$ cat src/epp_pkg.sv
// Shared constants and controller/datapath handshake types for the
// edge partition padder. No dependencies.
package epp_pkg;

	localparam int PART_COUNT     = 16;
	localparam int PART_SPAN      = 524288;
	localparam int SRC_BUF_SPAN   = 65536;
	localparam int PART_SHIFT     = $clog2(PART_SPAN);
	localparam int SRC_BUF_SHIFT  = $clog2(SRC_BUF_SPAN);
	localparam int PART_W         = $clog2(PART_COUNT);

	localparam int VERTEX_W = 31;
	localparam int WORD_W   = 32;
	localparam int BUF_W    = 15;
	localparam int GROUP    = 8;
	localparam int GROUP_W  = $clog2(GROUP);
	localparam int PAD_W    = GROUP_W + 1;

	localparam int IN_DATA_W  = 72;
	localparam int OUT_DATA_W = 104;
	localparam int OUT_USER_W = 2;

	localparam logic KIND_EDGE  = 1'b0;
	localparam logic KIND_FLUSH = 1'b1;

	typedef struct packed {
		logic load_in;
		logic eval_load;
		logic emit_pad;
		logic emit_edge;
		logic emit_err;
		logic clear_entry;
	} cmd_t;

	typedef struct packed {
		logic is_flush;
		logic flush_ok;
		logic dst_err;
		logic pad_zero;
		logic pads_one;
		logic out_free;
	} sts_t;

endpackage

$ cat src/edge_partition_padder_top.sv
// Top level of the edge partition padder: joins the sequencer and the datapath.
// Depends on epp_pkg, epp_ctrl and epp_dp.
//
// Edges (src, dst) are sorted into partition dst >> 19 and sent out as word
// pairs tagged with their partition and running edge count. Each partition
// keeps its edge count, last source and last source buffer (src >> 16, low
// 15 bits); when an edge arrives from a new source buffer the partition is
// first padded with <last source, end_flag|MSB> until its edge count mod 8 is zero.
// A flush transaction closes one partition: if it holds edges, it emits
// 8 - (count mod 8) pseudo-edges <last source|MSB, end_flag|MSB> (eight when
// the count is already aligned) and the partition returns to its reset state.
// An edge whose partition is past the last one yields a single result with
// the error flag set and changes nothing. A plain edge is accepted, looked
// up in the table and emitted; pads go out between lookup and emit, and a
// flush ends with its last pad, which returns straight to accept. The
// sequencer emits one word pair per cycle through the single output register
// while that register is free. A flush of an empty partition ends after lookup. The
// output register decouples the two sides: a new input transaction is taken
// while the last result still waits for m_tready. The user must see that
// end_flag is written only while the block is idle; it is not enforced.
module edge_partition_padder_top (
	input  logic                                clk,
	input  logic                                arst_n,
	// configuration
	input  logic                                end_flag_we,
	input  logic [epp_pkg::VERTEX_W-1:0]        end_flag_wdata,
	// input stream
	input  logic                                s_tvalid,
	output logic                                s_tready,
	// s_tdata: src_vertex[30:0], dst_vertex[61:31], flush_partition[65:62], zero fill
	input  logic [epp_pkg::IN_DATA_W-1:0]       s_tdata,
	// s_tuser: kind (0 edge, 1 flush)
	input  logic                                s_tuser,
	// result stream
	output logic                                m_tvalid,
	input  logic                                m_tready,
	// m_tdata: partition[3:0], src_word[35:4], dst_word[67:36],
	//          edge_count[99:68], zero fill
	output logic [epp_pkg::OUT_DATA_W-1:0]      m_tdata,
	// m_tuser: is_padding[0], error[1]
	output logic [epp_pkg::OUT_USER_W-1:0]      m_tuser,
	// m_tlast: last result of the input transaction
	output logic                                m_tlast
);
	import epp_pkg::*;

	cmd_t cmd;
	sts_t sts;

	// sequencer: steps each transaction through lookup, padding and emit
	epp_ctrl u_ctrl (
		.clk      (clk),
		.arst_n   (arst_n),
		.s_tvalid (s_tvalid),
		.s_tready (s_tready),
		.sts      (sts),
		.cmd      (cmd)
	);

	// datapath: partition table, pad counters and output register
	epp_dp u_dp (
		.clk            (clk),
		.arst_n         (arst_n),
		.end_flag_we    (end_flag_we),
		.end_flag_wdata (end_flag_wdata),
		.s_tdata        (s_tdata),
		.s_tuser        (s_tuser),
		.m_tvalid       (m_tvalid),
		.m_tready       (m_tready),
		.m_tdata        (m_tdata),
		.m_tuser        (m_tuser),
		.m_tlast        (m_tlast),
		.cmd            (cmd),
		.sts            (sts)
	);

endmodule

$ cat src/epp_ctrl.sv
// Sequencer for the edge partition padder: load, look up, pad, emit.
// Depends on epp_pkg for the command and status types.
module epp_ctrl (
	input  logic          clk,
	input  logic          arst_n,
	input  logic          s_tvalid,
	output logic          s_tready,
	input  epp_pkg::sts_t sts,
	output epp_pkg::cmd_t cmd
);
	import epp_pkg::*;

	localparam logic [2:0] S_IDLE = 3'd0;
	localparam logic [2:0] S_EVAL = 3'd1;
	localparam logic [2:0] S_PAD  = 3'd2;
	localparam logic [2:0] S_EDGE = 3'd3;
	localparam logic [2:0] S_ERR  = 3'd4;

	logic [2:0] state_q;
	logic [2:0] state_d;

	assign s_tready = (state_q == S_IDLE);

	always_comb begin
		cmd     = '0;
		state_d = state_q;
		unique case (state_q)
			S_IDLE: begin
				if (s_tvalid) begin
					cmd.load_in = 1'b1;
					state_d     = S_EVAL;
				end
			end
			S_EVAL: begin
				cmd.eval_load = 1'b1;
				priority if (sts.is_flush) begin
					state_d = sts.flush_ok ? S_PAD : S_IDLE;
				end else if (sts.dst_err) begin
					state_d = S_ERR;
				end else begin
					state_d = sts.pad_zero ? S_EDGE : S_PAD;
				end
			end
			S_PAD: begin
				if (sts.out_free) begin
					cmd.emit_pad = 1'b1;
					if (sts.pads_one) begin
						cmd.clear_entry = sts.is_flush;
						state_d         = sts.is_flush ? S_IDLE : S_EDGE;
					end
				end
			end
			S_EDGE: begin
				if (sts.out_free) begin
					cmd.emit_edge = 1'b1;
					state_d       = S_IDLE;
				end
			end
			S_ERR: begin
				if (sts.out_free) begin
					cmd.emit_err = 1'b1;
					state_d      = S_IDLE;
				end
			end
			default: state_d = S_IDLE;
		endcase
	end

	always_ff @(posedge clk or negedge arst_n) begin
		if (!arst_n) begin
			state_q <= S_IDLE;
		end else begin
			state_q <= state_d;
		end
	end

	a_emit_onehot: assert property (@(posedge clk) disable iff (!arst_n)
		$onehot0({cmd.emit_pad, cmd.emit_edge, cmd.emit_err}))
		else $error("more than one emit command at once");

	a_err_returns_idle: assert property (@(posedge clk) disable iff (!arst_n)
		cmd.emit_err |=> state_q == S_IDLE)
		else $error("error result not followed by idle");

	a_clear_only_flush: assert property (@(posedge clk) disable iff (!arst_n)
		cmd.clear_entry |-> (cmd.emit_pad && sts.is_flush && sts.pads_one))
		else $error("partition cleared outside the final flush pad");

endmodule

$ cat src/epp_dp.sv
// Datapath of the edge partition padder: input holding registers, the
// per-partition state table, pad counters and the output register. Uses epp_pkg.
module epp_dp (
	input  logic                                clk,
	input  logic                                arst_n,
	input  logic                                end_flag_we,
	input  logic [epp_pkg::VERTEX_W-1:0]        end_flag_wdata,
	input  logic [epp_pkg::IN_DATA_W-1:0]       s_tdata,
	input  logic                                s_tuser,
	output logic                                m_tvalid,
	input  logic                                m_tready,
	output logic [epp_pkg::OUT_DATA_W-1:0]      m_tdata,
	output logic [epp_pkg::OUT_USER_W-1:0]      m_tuser,
	output logic                                m_tlast,
	input  epp_pkg::cmd_t                       cmd,
	output epp_pkg::sts_t                       sts
);
	import epp_pkg::*;

	logic [VERTEX_W-1:0] end_flag_q;

	// captured input transaction
	logic                kind_q;
	logic [VERTEX_W-1:0] src_q;
	logic [VERTEX_W-1:0] dst_q;
	logic [PART_W-1:0]   fp_q;

	// working registers for the current item
	logic [PART_W-1:0]   part_q;
	logic [WORD_W-1:0]   cnt_q;
	logic [PAD_W-1:0]    pads_q;
	logic [VERTEX_W-1:0] lsrc_q;

	// per-partition state
	logic [WORD_W-1:0]   tbl_cnt_q  [PART_COUNT];
	logic [VERTEX_W-1:0] tbl_lsrc_q [PART_COUNT];
	logic [BUF_W-1:0]    tbl_buf_q  [PART_COUNT];

	// output register
	logic                m_tvalid_q;
	logic [PART_W-1:0]   o_part_q;
	logic [WORD_W-1:0]   o_src_q;
	logic [WORD_W-1:0]   o_dst_q;
	logic [WORD_W-1:0]   o_cnt_q;
	logic                o_pad_q;
	logic                o_err_q;
	logic                o_last_q;

	logic [VERTEX_W-1:0] pid_full;
	logic [VERTEX_W-1:0] buf_full;
	logic [BUF_W-1:0]    src_buf;
	logic [PART_W-1:0]   idx;
	logic [WORD_W-1:0]   cnt_rd;
	logic [GROUP_W-1:0]  rem;
	logic [PAD_W-1:0]    pad_fill;
	logic [PAD_W-1:0]    pad_n;
	logic                flush_in_range;
	logic [WORD_W-1:0]   cnt_inc;

	assign pid_full       = dst_q >> PART_SHIFT;
	assign buf_full       = src_q >> SRC_BUF_SHIFT;
	assign src_buf        = buf_full[BUF_W-1:0];
	assign flush_in_range = (32'(fp_q) < PART_COUNT);
	assign idx            = (kind_q == KIND_FLUSH) ? fp_q : pid_full[PART_W-1:0];
	assign cnt_rd         = tbl_cnt_q[idx];
	assign rem            = cnt_rd[GROUP_W-1:0];
	assign pad_fill       = PAD_W'(GROUP) - {1'b0, rem};
	assign cnt_inc        = cnt_q + WORD_W'(1);

	always_comb begin
		priority if (kind_q == KIND_FLUSH) begin
			pad_n = pad_fill;
		end else if ((src_buf != tbl_buf_q[idx]) && (rem != '0)) begin
			pad_n = pad_fill;
		end else begin
			pad_n = '0;
		end
	end

	assign sts.is_flush = (kind_q == KIND_FLUSH);
	assign sts.flush_ok = flush_in_range && (cnt_rd != '0);
	assign sts.dst_err  = (32'(pid_full) >= PART_COUNT);
	assign sts.pad_zero = (pad_n == '0);
	assign sts.pads_one = (pads_q == PAD_W'(1));
	assign sts.out_free = !m_tvalid_q || m_tready;

	always_ff @(posedge clk or negedge arst_n) begin
		if (!arst_n) begin
			end_flag_q <= '0;
		end else if (end_flag_we) begin
			end_flag_q <= end_flag_wdata;
		end
	end

	always_ff @(posedge clk) begin
		if (cmd.load_in) begin
			kind_q <= s_tuser;
			src_q  <= s_tdata[VERTEX_W-1:0];
			dst_q  <= s_tdata[2*VERTEX_W-1:VERTEX_W];
			fp_q   <= s_tdata[2*VERTEX_W+PART_W-1:2*VERTEX_W];
		end
	end

	always_ff @(posedge clk) begin
		if (cmd.eval_load) begin
			part_q <= idx;
			cnt_q  <= cnt_rd;
			pads_q <= pad_n;
			lsrc_q <= tbl_lsrc_q[idx];
		end else if (cmd.emit_pad) begin
			cnt_q  <= cnt_inc;
			pads_q <= pads_q - PAD_W'(1);
		end
	end

	always_ff @(posedge clk or negedge arst_n) begin
		if (!arst_n) begin
			for (int i = 0; i < PART_COUNT; i++) begin
				tbl_cnt_q[i]  <= '0;
				tbl_lsrc_q[i] <= '0;
				tbl_buf_q[i]  <= '0;
			end
		end else if (cmd.emit_edge) begin
			tbl_cnt_q[part_q]  <= cnt_inc;
			tbl_lsrc_q[part_q] <= src_q;
			tbl_buf_q[part_q]  <= src_buf;
		end else if (cmd.clear_entry) begin
			tbl_cnt_q[part_q]  <= '0;
			tbl_lsrc_q[part_q] <= '0;
			tbl_buf_q[part_q]  <= '0;
		end
	end

	always_ff @(posedge clk or negedge arst_n) begin
		if (!arst_n) begin
			m_tvalid_q <= 1'b0;
		end else if (cmd.emit_pad || cmd.emit_edge || cmd.emit_err) begin
			m_tvalid_q <= 1'b1;
		end else if (m_tready) begin
			m_tvalid_q <= 1'b0;
		end
	end

	always_ff @(posedge clk) begin
		priority if (cmd.emit_pad) begin
			o_part_q <= part_q;
			o_src_q  <= {sts.is_flush, lsrc_q};
			o_dst_q  <= {1'b1, end_flag_q};
			o_cnt_q  <= cnt_inc;
			o_pad_q  <= 1'b1;
			o_err_q  <= 1'b0;
			o_last_q <= sts.is_flush && sts.pads_one;
		end else if (cmd.emit_edge) begin
			o_part_q <= part_q;
			o_src_q  <= {1'b0, src_q};
			o_dst_q  <= {1'b0, dst_q};
			o_cnt_q  <= cnt_inc;
			o_pad_q  <= 1'b0;
			o_err_q  <= 1'b0;
			o_last_q <= 1'b1;
		end else if (cmd.emit_err) begin
			o_part_q <= '0;
			o_src_q  <= {1'b0, src_q};
			o_dst_q  <= {1'b0, dst_q};
			o_cnt_q  <= '0;
			o_pad_q  <= 1'b0;
			o_err_q  <= 1'b1;
			o_last_q <= 1'b1;
		end
	end

	assign m_tvalid = m_tvalid_q;
	assign m_tdata  = {4'b0, o_cnt_q, o_dst_q, o_src_q, o_part_q};
	assign m_tuser  = {o_err_q, o_pad_q};
	assign m_tlast  = o_last_q;

	a_flush_tail_aligned: assert property (@(posedge clk) disable iff (!arst_n)
		(m_tvalid_q && o_pad_q && o_last_q) |-> (o_cnt_q[GROUP_W-1:0] == '0))
		else $error("final flush pad does not close a group of eight");

	a_flush_last: assert property (@(posedge clk) disable iff (!arst_n)
		(cmd.emit_pad && sts.is_flush && sts.pads_one) |=> (m_tvalid_q && o_last_q))
		else $error("final flush pad not marked last");

	a_err_shape: assert property (@(posedge clk) disable iff (!arst_n)
		(m_tvalid_q && o_err_q) |-> (o_cnt_q == '0 && !o_pad_q && o_last_q))
		else $error("malformed error result");

endmodule
$ cat config.mk
export PLATFORM = sky130hd
export DESIGN_NAME = edge_partition_padder_top
export DESIGN_NICKNAME = d
export VERILOG_FILES = /design/src/epp_pkg.sv /design/src/edge_partition_padder_top.sv /design/src/epp_ctrl.sv /design/src/epp_dp.sv
export SDC_FILE = /design/constraint.sdc
export NUM_CORES = 2
export LEC_CHECK = 0
export BUFFER_PORTS_ARGS = -buffer_cell sky130_fd_sc_hd__buf_2
export CORE_MARGIN = 3
export CORE_UTILIZATION = 45
export DETAILED_ROUTE_END_ITERATION = 12
export HOLD_SLACK_MARGIN = 0.08
export PLACE_DENSITY = 0.66
export SYNTH_ARGS = -nofsm -noshare
export SYNTH_HDL_FRONTEND = slang
export SYNTH_SLANG_ARGS = --single-unit
export TNS_END_PERCENT = 20
$ cat constraint.sdc
create_clock -name clk -period 5.1 [get_ports clk]
set_input_delay 1.275 -clock clk [delete_from_list [all_inputs] [get_ports clk]]
set_output_delay 1.275 -clock clk [all_outputs]
set_load 0.05 [all_outputs]
==> impl_metrics.yaml <==
clock_tree:
  holdBufCountCts: 0
  post_cts_buffers: 0
  clk_latency_ps: 800
  post_cts_resized: 0
  root_buffer: "clkbuf_16"
  clk_pin_slew_worst_paths_ps: 60
  cts_tree: "yes"
  numCtsBuffers: 159
  cts.sinks: 1523
  htree_levels: 4
  clockBufferDepth: 3
critical_path:
  r2r_start: "u_dp.kind_q"
  worstReg2RegEnd: "u_dp.pads_q[1]"
  critPathKind: "register to register"
  critPathRequiredTime_ps: 5630
  endpoint_kind: "register"
  critPathArrivalTime_ps: 4700
  cp_slowest_cell: "edfxtp_1"
  endpoint: "u_dp.pads_q[1]"
  r2r_setup_slack_ps: 920
  critical_path_depth: 10
  crit_family: "simple AND/OR/NAND/NOR gates"
  worstSetupStartpoint: "u_dp.kind_q"
  start_kind: "register"
  worstPathMaxFanout: 25
  rr_worst_depth: 10
  cp_cell_sequence: "mux2i_4 -> buf_4 -> buf_4 -> nand2_1 -> and3_1 -> o32a_1 -> and3_1 -> or4_4 -> nor4_4 -> o221ai_1"
  critPathMaxStageDelay_ps: 620
  cp.buffers_inverters: 2
finish:
  fin_area_mm2: 0.0736
  utilization: 0.517
  final_layout_size_suffix_gt1_frac: 0.210
  nets: 5114
  syn_to_final_growth_pct: 13.6
  mostFrequentLayoutCell: "dfrtp_1"
  final_cell_mix: "dfrtp_1, a22o_1, nand2_1, o21ai_0, mux4_2"
sta:
  hold_viol: 0
  relSlewSlack: 0.136
  fin_worst_hold_slack_ps: 473
  rsz0062_at_grt: "false"
  tightest_slew_ps: 1290
  max_freq_mhz: 239
  slew_viol_final: 0
  fin_crit_sh: 0.819
  min_period_ps: 4180
  clock_skew_ps: 27.2
  setup_tns_ps: 0
  finalSetupViolations: 0
power_and_ir_drop:
  p_leak_nw: 32.5
  powerDensity_mw_per_mm2: 600
  vdd_drop_max_uv: 438
routing:
  drt-pass1-iter-count: 6
  drcViolationCount: 0
  drt-initial-drc-count: 4926
  vias: 44964
  final_antenna_net_count: 0
  wl_per_cell_um: 27.9
  routed_wl_um: 196000
  routed_via_density: 6.40
placed_design:
  post-dp-hpwl_um: 108000
  port_buffers: 207
  gp_congestion: 0.806
  dpl_cell_area_mm2: 0.0681
logic_synthesis:
  ys_warn_count: 0
  avgSynthCellArea_um2: 13.0
  syn_inst: 4995
  synth_seq_cells: 1523
  syn_area_mm2: 0.0648
  ys_seq_area_frac: 0.606
  ys_types: 62
  async_reset_ff_frac: 0.842
  synth_edf_count: 238
  yosys_most_used_dff: "dfrtp_1"
worst_hold_path:
  hold_path.class: "register to register"
global_routing:
  global_route.usage.total: 0.263
  grt_pass1_wl_um: 295000
  antenna_found_initial: 3
  grt_max_degree: 140
  grt_pass1_vias: 45362
  grt_overflow: 0
floorplanning:
  io_pins: 218
  core.rowCount: 138
  die_area_mm2: 0.149
  coreArea_mm2: 0.142
  die_w_um: 385
  initial_core_util: 0.455
  die_h_um: 385
run_status:
  status: "finished, final reports clean"
flow_run:
  cap_violations: 0
[synth_stat cells, drive strengths merged, types with 3 or more instances]
master   instances  area [um2]
a22o           770        6740
nor3             9        45.0
nor3b            3        22.5
a2111oi          4        35.0
o211ai           4        30.0
clkbuf         387        1450
nand2          726        2730
o21bai           4        30.0
o21ai          484        2420
xor2            27         236
mux2            95        1070
and2             9        56.3
dfrtp         1283       32100
nand4           11        68.8
and4             4        35.0
and3            55         344
nor2b            4        25.0
a21oi           38         190
buf            150         719
or3              3        18.8
mux4           296        6670
ha               5        62.6
inv             16        60.1
nor2           118         443
xnor2           11        96.3
o221ai           4        35.0
edfxtp         238        7150
o2111ai          4        35.0
mux2i           64         669
nor4            11        83.8
nand3           26         130
a31oi           36         225
a21o             4        30.0
a22oi           61         463
nand3b           5        37.5
[worst min-delay path, stage by stage, from the launching register on]
cell and delay, ps:
dfrtp_1 330, nand2_1 40, o21ai_0 60
[metal layers]
metal | vias to the layer above | global-route usage | part of all wire | wire, um
met2 | 2500 | 0.398 | 0.45 | 88500
met3 | 408 | 0.0707 | 0.11 | 20900
met5 | - | 0 | 0.000066 | 13
li1 | 18525 | - | - | -
met4 | 2 | 0.0794 | 0.028 | 5540
met1 | 23529 | 0.373 | 0.41 | 80900
[cell type report]
| type | instances | area, um2 |
|---|---|---|
| inverters | 16 | 85.1 |
| diodes | 2 | 5.00 |
| well taps | 1890 | 2360 |
| clock buffers | 246 | 4930 |
| clock inverters | 48 | 564 |
| multi-input cells | 2922 | 23600 |
| repair buffers | 378 | 2710 |
| fillers | 11933 | 68700 |
| flip-flops and latches | 1523 | 39300 |
[report_power, final]
| group | total [W] | internal, W | switching [W] | leakage (nW) |
|---|---|---|---|---|
| logic | 0.0128 | 0.00542 | 0.00735 | 9.90 |
| clock network | 0.0120 | 0.00709 | 0.00495 | 2.70 |
| registers | 0.0193 | 0.0169 | 0.00245 | 19.8 |
[flip-flops by register name, indices dropped and copies added (netlist names)]
name,flops
u_dp.kind_q,1
u_dp.end_flag_q,31
u_dp.tbl_cnt_q,512
u_dp.lsrc_q,31
u_dp.tbl_lsrc_q,496
u_dp.pads_q,4
u_dp.tbl_buf_q,240
u_dp.dst_q,31
u_dp.fp_q,4
u_dp.o_part_q,4
u_dp.m_tvalid,1
u_dp.cnt_q,32
u_dp.o_dst_q,31
u_dp.o_err_q,1
u_dp.src_q,31
u_dp.o_src_q,32
u_dp.o_pad_q,1
u_dp.part_q,4
u_ctrl.state_q,3
u_dp.m_tlast,1
u_dp.o_cnt_q,32
[through the flow]
step                      total power (W)  setup WS [ps]  cells
final                              0.0442            924   7025
after global routing               0.0463            666   7024
after CTS                          0.0442            955   7022
after detailed placement           0.0321            804   6728
after global placement             0.0317            854   6728
after floorplan                    0.0284            296   4998
[how the worst min path moves through the flow]
stage / slack, ps / endpoint / cells past startpoint / start
floorplan: 440 / u_dp.tbl_cnt_q[160] / 2 / u_dp.tbl_cnt_q[160]
finish: 470 / u_dp.tbl_cnt_q[132] / 2 / u_dp.tbl_cnt_q[132]
global placement: 460 / u_dp.tbl_cnt_q[279] / 2 / u_dp.tbl_cnt_q[279]
CTS: 480 / u_dp.tbl_cnt_q[181] / 2 / u_dp.tbl_cnt_q[181]
detailed placement: 460 / u_dp.tbl_cnt_q[185] / 2 / u_dp.tbl_cnt_q[185]
global route: 490 / u_dp.tbl_cnt_q[185] / 2 / u_dp.tbl_cnt_q[185]
[cells by family (layout without fill, tap and decap cells)]
kind of cell,after synthesis,after routing,share of synthesized area
other cells,1,6,0.0000579
fa+ha+maj,5,5,0.000966
xor+xnor,38,38,0.00514
mux,455,455,0.130
buf+inv,553,688,0.0345
simple gates,993,993,0.0634
flops,1523,1523,0.606
compound gates,1427,1427,0.160
(Power assumes the default switching activity.)
